--- src/hdl/vfts_pkg.sv ---
`timescale 1ns / 1ps
package vfts_pkg;
   localparam int GRID_NX_DEF = 32;
   localparam int GRID_NY_DEF = 32;
   localparam int GRID_NZ_DEF = 32;
   localparam int ADDR_W = 15;
   localparam int STORE_DEPTH = 32768;
   localparam int CSR_IDX_W = 3;

   localparam logic [CSR_IDX_W-1:0] CSR_ENABLE   = 3'd0;
   localparam logic [CSR_IDX_W-1:0] CSR_X_ORIGIN = 3'd1;
   localparam logic [CSR_IDX_W-1:0] CSR_Y_ORIGIN = 3'd2;
   localparam logic [CSR_IDX_W-1:0] CSR_Z_ORIGIN = 3'd3;
   localparam logic [CSR_IDX_W-1:0] CSR_X_SCALE  = 3'd4;
   localparam logic [CSR_IDX_W-1:0] CSR_Y_SCALE  = 3'd5;
   localparam logic [CSR_IDX_W-1:0] CSR_Z_SCALE  = 3'd6;

   typedef enum logic [3:0] {
      ST_IDLE, ST_MAP, ST_MAP2, ST_CHECK, ST_FETCH, ST_LERP, ST_DONE
   } state_type;

   // controller to datapath
   typedef struct packed {
      logic       load;      // capture request word
      logic       do_write;  // write grid entry
      logic [1:0] map_axis;  // axis whose coordinate is mapped
      logic       map_mul;   // multiply step
      logic       map_fin;   // finish step
      logic [2:0] corner;    // corner being read
      logic       acc_en;    // consume read data
      logic [2:0] acc_corner;
      logic       lerp_en;   // run one lerp step
      logic [2:0] lerp_step;
      logic       respond;
   } cmd_type;

   typedef struct packed {
      logic is_sample;
      logic in_grid;
      logic interior;
   } sts_type;
endpackage

--- src/hdl/vfts_ctrl.sv ---
`timescale 1ns / 1ps
module vfts_ctrl
   import vfts_pkg::*;
(
   input  logic    clock,
   input  logic    reset,
   input  logic    start,
   output logic    busy,
   output cmd_type cmd,
   input  sts_type sts
);
   state_type state_ff, state_in;
   logic [2:0] cnt_ff, cnt_in;
   logic [1:0] axis_ff, axis_in;
   logic       pend_ff, pend_in;
   logic [2:0] pcor_ff, pcor_in;

   always_ff @(posedge clock) begin
      if (reset) begin
         state_ff <= ST_IDLE;
         cnt_ff <= '0;
         axis_ff <= '0;
         pend_ff <= 1'b0;
         pcor_ff <= '0;
      end else begin
         state_ff <= state_in;
         cnt_ff <= cnt_in;
         axis_ff <= axis_in;
         pend_ff <= pend_in;
         pcor_ff <= pcor_in;
      end
   end

   always_comb begin
      state_in = state_ff;
      cnt_in = cnt_ff;
      axis_in = axis_ff;
      pend_in = 1'b0;
      pcor_in = pcor_ff;
      cmd = '0;
      busy = (state_ff != ST_IDLE);
      cmd.acc_en = pend_ff;
      cmd.acc_corner = pcor_ff;
      case (state_ff)
         ST_IDLE: begin
            cmd.load = start;
            if (start) begin
               state_in = ST_MAP;
               axis_in = 2'd0;
            end
         end
         ST_MAP: begin
            if (!sts.is_sample) begin
               cmd.do_write = 1'b1;
               state_in = ST_IDLE;
            end else begin
               cmd.map_axis = axis_ff;
               cmd.map_mul = 1'b1;
               state_in = ST_MAP2;
            end
         end
         ST_MAP2: begin
            cmd.map_axis = axis_ff;
            cmd.map_fin = 1'b1;
            if (axis_ff == 2'd2) state_in = ST_CHECK;
            else begin
               axis_in = axis_ff + 2'd1;
               state_in = ST_MAP;
            end
         end
         ST_CHECK: begin
            cnt_in = '0;
            if (!sts.in_grid || !sts.interior) begin
               // single node read or zero result
               cmd.corner = '0;
               pend_in = sts.in_grid;
               pcor_in = '0;
               state_in = ST_DONE;
            end else state_in = ST_FETCH;
         end
         ST_FETCH: begin
            cmd.corner = cnt_ff;
            pend_in = 1'b1;
            pcor_in = cnt_ff;
            cnt_in = cnt_ff + 3'd1;
            if (cnt_ff == 3'd7) begin
               state_in = ST_LERP;
               cnt_in = '0;
            end
         end
         ST_LERP: begin
            if (!pend_ff) begin
               cmd.lerp_en = 1'b1;
               cmd.lerp_step = cnt_ff;
               cnt_in = cnt_ff + 3'd1;
               if (cnt_ff == 3'd6) state_in = ST_DONE;
            end
         end
         ST_DONE: begin
            if (!pend_ff) begin
               cmd.respond = 1'b1;
               state_in = ST_IDLE;
            end
         end
         default: state_in = ST_IDLE;
      endcase
   end
endmodule

--- config.mk ---
export PLATFORM = sky130hd
export DESIGN_NAME = vfts_ctrl
export DESIGN_NICKNAME = d
export VERILOG_FILES = /design/src/hdl/vfts_pkg.sv /design/src/hdl/vfts_ctrl.sv
export SDC_FILE = /design/constraint.sdc
export NUM_CORES = 1
export LEC_CHECK = 0
export BUFFER_PORTS_ARGS = -buffer_cell sky130_fd_sc_hd__buf_2
export CAP_MARGIN = 10
export CELL_PAD_IN_SITES_DETAIL_PLACEMENT = 0
export CELL_PAD_IN_SITES_GLOBAL_PLACEMENT = 1
export CORE_ASPECT_RATIO = 0.8
export CORE_UTILIZATION = 39
export CTS_BUF_LIST = sky130_fd_sc_hd__clkbuf_4 sky130_fd_sc_hd__clkbuf_8
export CTS_CLUSTER_DIAMETER = 50
export DETAILED_ROUTE_END_ITERATION = 8
export PLACE_DENSITY_LB_ADDON = 0.1
export SYNTH_ARGS = -nofsm -noshare
export SYNTH_HDL_FRONTEND = slang
export SYNTH_SLANG_ARGS = --single-unit
--- constraint.sdc ---
create_clock -name clock -period 2 [get_ports clock]
set_input_delay 0.2 -clock clock [delete_from_list [all_inputs] [get_ports clock]]
set_output_delay 0.2 -clock clock [all_outputs]
set_load 0.05 [all_outputs]
==> results of run 1 <==
## registers in the layout, indices dropped and copies added (netlist names)
signal / cells
state_ff: 3
pend_ff: 1
axis_ff: 2
pcor_ff: 3
cnt_ff: 3
## power by group through the flow
stage | Clock, mW | Sequential (mW) | Combinational [mW]
floorplan | 0 | 0.256 | 0.135
detailed placement | 0 | 0.274 | 0.148
CTS | 0.201 | 0.269 | 0.149
global placement | 0 | 0.273 | 0.147
finish | 0.197 | 0.271 | 0.149
global route | 0.212 | 0.274 | 0.160
## logic make-up after synthesis
family                     count (synthesis)
and+or+nand+nor                           51
adders and majority gates                  4
DFF                                       12
buffers and inverters                     13
muxes                                      1
AOI/OAI and AO/OA                         22
## per-layer routing
layer | vias up | GRT usage | share of wire
met1 | 367 | 0.291 | 0.54
li1 | 404 | - | -
met4 | 0 | 0.0486 | 0.0070
met2 | 17 | 0.260 | 0.40
met3 | 2 | 0.0659 | 0.044
met5 | - | 0 | 0
## repair_timing
action / CTS / global route
endpoints found under the setup margin: 2 / 5
gates cloned: 0 / 0
gates resized for setup: 1 / 1
## placed cells by master, fill, tap and decap left out, drive strengths merged, types with 2 or more instances in the layout
master,synthesis,routed
and2,7,7
nand3,3,3
nand2,8,8
nand2b,3,3
o21ai,2,2
inv,6,6
a31oi,4,4
buf,3,26
dfxtp,12,12
ha,4,4
clkbuf,3,4
nor3,5,5
a21oi,12,12
nor2b,3,3
nor2,12,12
## critical path, stage by stage (launching register included)
cell and delay (ps):
dfxtp_2 500, and2b_1 200, nand2_1 60, a21oi_1 210
and2_1 150, buf_2 250
## worst paths after layout
kind,endpoint,slack (ps),cells after the start
max,cmd[14],150,5
min,pend_ff$_SDFF_PP0_,210,3
max reg2reg,state_ff[1]$_SDFFE_PP0P_,560,5
min reg2reg,pcor_ff[1]$_SDFFE_PP0P_,490,2
## layout make-up
cell class / instances / area (um^2) / share of cell area
sequential: 12 / 243 / 0.251
clock buffer: 4 / 36.3 / 0.0376
multi-input combinational: 78 / 497 / 0.514
inverter: 7 / 27.5 / 0.0285
timing repair buffer: 26 / 135 / 0.140
tap: 22 / 27.5 / 0.0285
==> key figures, run 1 <==
Global routing
  – Vias in the first global route: between 600 and 700
  – Gr ovfl total: 0
  – Largest net degree at the start of global routing: 20
  – Initial antenna violation count: 0
  – Overall routing resource usage: 0.194
  – Global-route wire length before repair: around 3100 um

STA
  – Slew Viols, Final: 0
  – Final setup viols: 0
  – Clock skew: around 3.2 ps
  – Period utilization: 0.926
  – Worst hold slack: about 210 ps
  – Minimum clock period: about 1900 ps
  – Fin Setup TNS: 0 ps
  – Final worst slack: approximately 150 ps
  – RSZ-0062 raised after global routing: false
  – Final hold vios: 0
  – Max Clk Rate: roughly 540 MHz
  – Worst slew margin: 0.696
  – Slew @ Worst Pin: 455 ps

Synth
  – Synth top area cells: dfxtp_1 (31%), a21oi_1 (7.8%), ha_1 (6.5%)
  – Compound-Gate Fraction of Synth Area: 0.170
  – Mapped Avg Cell Area: 7.43 um^2
  – Post-Synth XOR/XNOR Area: 0
  – Dominant cell type by area after synthesis: dfxtp_1
  – Synth Net Count: around 110
  – Largest family of logic cells by synthesized area: simple AND/OR/NAND/NOR gates
  – Post-Synth Adder-Cell Area: 0.0654
  – Top-area cell type share of the netlist area: 0.314
  – Register bit count reported by yosys: 12
  – Synth Instances: approximately 100
  – Post-synth EDFFs: 0
  – Top FF cell, synth: dfxtp_1
  – Sequential area share after synthesis: 0.314
  – Simple-gate area share of the yosys netlist: 0.364
  – Netlist cell types: 32
  – Mapped cell area: 766 um^2
  – Yosys warnings: 0
  – Most frequent cells after synthesis: a21oi_1 (12), dfxtp_1 (12), nor2_1 (12), nand2_1 (8), and2_1 (7)
  – Ys async rst share: 0
  – Mux share of post-synthesis cell area: 0.0131

Floorplanning
  – CORE AREA: approximately 1700 um^2
  – Initial Util: 0.444
  – Top-level port count: 25
  – Die W: just over 50 um
  – DIE HEIGHT: roughly 42 um
  – Placement Rows: 13
  – Die area: ~2100 um^2

Power and ir drop
  – Switching pwr: 0.206 mW
  – P per Cell Area: 638 nW/um^2
  – Switch share: 0.335
  – Clk pwr share: 0.319
  – Total power: just over 0.6 mW
  – Cell internal pwr: 0.410 mW
  – Pleak: between 0.4 and 0.5 nW
  – Gate power share: 0.241
  – Sequential Power Share: 0.439
  – Worst vdd ir: ~450 uV

Route
  – WL/cell: between 10 and 15 um
  – Via density: between 5 and 6
  – DR vias: 790
  – Final wirelength: around 1900 um
  – Drt first-iter violations: 19
  – 1st-pass router iterations: 4
  – Antenna viol nets, final: 0
  – Drc violations: 0

CTS
  – Post-CTS Setup Bufs: 0
  – Total CTS buffers: 3
  – Worst-Skew Late Latency: between 200 and 300 ps
  – Register clock-pin slew on the reported worst setup and hold paths: ~80 ps
  – Clock root cell: clkbuf_4
  – CTS max path bufs: 2
  – Clock sinks: 12
  – CTS tree: done
  – Hold_buf cts: 0
  – H-tree depth: 1

Hold path
  – Hold Crit Class: in2reg
  – Min-delay src: sts[1]

Layout
  – Fraction of layout cells with a size suffix above 1: 0.315
  – Layout area overhead: 26.1%
  – Final std cell area, no fill: 966 um^2
  – Final std cells w/o fill: 149
  – Antenna diodes: 0
  – Final Util: 0.560
  – Nets: around 140
  – Number of fill cells: about 190

Worst setup path
  – Worst r2r src: state_ff[1]$_SDFFE_PP0P_
  – Worst setup EP type: primary output
  – Crit. Startpoint: state_ff[0]$_SDFFE_PP0P_
  – Critical Path Source Type: flop
  – CP Data Arrival Time: about 1700 ps
  – Worst Path Required: approximately 1800 ps
  – CP max FO: 19
  – WS Path Type: reg2out

Place
  – Global placement routability congestion: approximately 0.80
  – Post-DP HPWL: approximately 1400 um
  – I/O Buffers: 24
  – Pre-CTS WS: between 300 and 400 ps
  – Cell Count Post-Placement: about 150
  – Placed instance area: slightly above 900 um^2

Run
  – Max cap viols: 0

Status
  – Status: complete, no violations
Power figures use the tool's default switching activity.
==> run 2: changes to the inputs <==
--- a/config.mk
+++ b/config.mk
@@ -14,6 +14,7 @@
 export CTS_BUF_LIST = sky130_fd_sc_hd__clkbuf_4 sky130_fd_sc_hd__clkbuf_8
 export CTS_CLUSTER_DIAMETER = 50
 export DETAILED_ROUTE_END_ITERATION = 8
+export GPL_TIMING_DRIVEN = 0
 export PLACE_DENSITY_LB_ADDON = 0.1
 export SYNTH_ARGS = -nofsm -noshare
 export SYNTH_HDL_FRONTEND = slang
==> run 2 against run 1 <==
Setup slack worse by 17 ps. Non-clock buffer count rose by 4. Clock skew increased by 2.1 ps. Worst hold slack lost 85 ps. Flip-flop and latch count is the same. Sequential power fell by 6%. Critical path type unchanged. Clock power down 6%.
==> key figures, run 2 (same netlist as run 1, synthesis figures left out) <==
Status
  – Status: complete, no violations

Floorplanning
  – CORE AREA: 1720 um^2
  – Placement Rows: 13
  – Die W: between 50 and 60 um
  – DIE HEIGHT: 41.6 um
  – Die area: approximately 2100 um^2
  – Initial Util: 0.444
  – Top-level port count: 25

Worst setup path
  – R2R Setup Slk: between 500 and 600 ps
  – Worst r2r src: state_ff[0]$_SDFFE_PP0P_
  – R2R Path End: cnt_ff[0]$_SDFFE_PP0P_
  – WS Path Type: reg2out
  – CP Data Arrival Time: approximately 1700 ps
  – CP max FO: 6
  – Cells on worst reg2reg path: 6
  – Critical Path Source Type: flop
  – Worst setup EP type: primary output
  – Worst Path Required: between 1500 and 2000 ps

Layout
  – Final std cells w/o fill: 153
  – Layout area overhead: 29.4%
  – Final std cell area, no fill: between 900 and 1000 um^2
  – Antenna diodes: 0
  – Final Util: 0.575
  – Number of fill cells: approximately 200
  – Commonest non-fill, non-tap cell in the layout: buf_2
  – Fraction of layout cells with a size suffix above 1: 0.328
  – Top flop regs: cnt_ff x3, pcor_ff x3, state_ff x3
  – Nets: approximately 140
  – Commonest cells after routing, fill and taps aside: buf_2 (26), a21oi_1 (12), dfxtp_1 (11)

CTS
  – Worst-Skew Late Latency: between 200 and 300 ps
  – CTS max path bufs: 2
  – Clock root cell: clkbuf_4
  – H-tree depth: 1
  – Register clock-pin slew on the reported worst setup and hold paths: ~70 ps
  – Total CTS buffers: 3
  – Clock sinks: 12
  – Post-CTS Setup Bufs: 0
  – CTS tree: done

Power and ir drop
  – Pleak: roughly 0.46 nW
  – Total power: around 0.62 mW
  – P per Cell Area: just over 600 nW/um^2
  – Switching pwr: approximately 0.2 mW
  – Switch share: 0.325
  – Cell internal pwr: around 0.42 mW
  – Worst vdd ir: about 360 uV
  – Clk pwr share: 0.302
  – Sequential Power Share: 0.413
  – Gate power share: 0.286

STA
  – Clock skew: approximately 5.3 ps
  – Slew Viols, Final: 0
  – Worst slew margin: 0.675
  – Worst hold slack: 126 ps
  – RSZ-0062 raised after global routing: false
  – Final setup viols: 0
  – Fin Setup TNS: 0 ps
  – Slew @ Worst Pin: roughly 500 ps
  – Max Clk Rate: 535 MHz
  – Final hold vios: 0
  – Minimum clock period: 1870 ps
  – Period utilization: 0.934
  – Final worst slack: between 100 and 150 ps

Global routing
  – Initial antenna violation count: 0
  – Global-route wire length before repair: around 3100 um
  – Vias in the first global route: around 710
  – Gr ovfl total: 0
  – Largest net degree at the start of global routing: 11
  – Overall routing resource usage: 0.196

Place
  – I/O Buffers: 24
  – Cell Count Post-Placement: between 100 and 150
  – Post-DP HPWL: between 1500 and 2000 um
  – Placed instance area: approximately 940 um^2
  – Global placement routability congestion: 0.804
  – Pre-CTS WS: around 220 ps

Hold path
  – Hold Path Sink: state_ff[0]$_SDFFE_PP0P_
  – Min-delay src: reset
  – Hold path depth: 2
  – Hold Crit Class: in2reg

Route
  – Final wirelength: around 1900 um
  – WL/cell: between 10 and 15 um
  – Via density: ~5.2
  – Drt first-iter violations: 12
  – 1st-pass router iterations: 4
  – Antenna viol nets, final: 0
  – DR vias: roughly 800
  – Drc violations: 0

Run
  – Max cap viols: 0
-- run 2: metal layers --
metal / vias up / GRT usage / routed length (um)
met5: - / 0 / 0
met4: 0 / 0.0216 / 0
met3: 0 / 0.0696 / 129
met2: 23 / 0.296 / 884
met1: 366 / 0.275 / 927
li1: 414 / - / -
-- run 2: worst max-delay path by stage --
stage	start	endpoint	slack [ps]	cells past startpoint
global placement	state_ff[1]$_SDFFE_PP0P_	cmd[14]	240	5
floorplan	state_ff[2]$_SDFFE_PP0P_	cmd[2]	20	4
finish	state_ff[2]$_SDFFE_PP0P_	cmd[10]	130	3
detailed placement	state_ff[1]$_SDFFE_PP0P_	cmd[14]	220	5
global route	state_ff[0]$_SDFFE_PP0P_	cmd[2]	20	6
CTS	state_ff[2]$_SDFFE_PP0P_	cmd[2]	20	5
-- run 2: repair_timing --
action,4_1_cts,5_1_grt
gates cloned,0,0
resized for setup,1,7
hold buffers,0,0
setup endpoints to repair,2,6
-- run 2: cell type report --
cell class              instances  area [um^2]  area share
multi-input cells              78          504       0.509
inverters                       7         27.5      0.0278
well taps                      22         27.5      0.0278
flip-flops and latches         12          241       0.244
repair buffers                 24          120       0.121
plain buffers                   6         33.8      0.0341
clock buffers                   4         36.3      0.0366
-- run 2: power by group through the flow --
stage,Sequential [mW],Clock [mW],Combinational (mW)
final,0.254,0.186,0.176
after global routing,0.255,0.210,0.191
after CTS,0.252,0.193,0.174
after detailed placement,0.258,0,0.173
after global placement,0.258,0,0.170
after floorplan,0.256,0,0.135
-- run 2: critical path, cell delays in order, from the launching register on --
cell     delay [ps]
dfxtp_1         450
nor3b_1         470
and2_1          210
buf_2           260
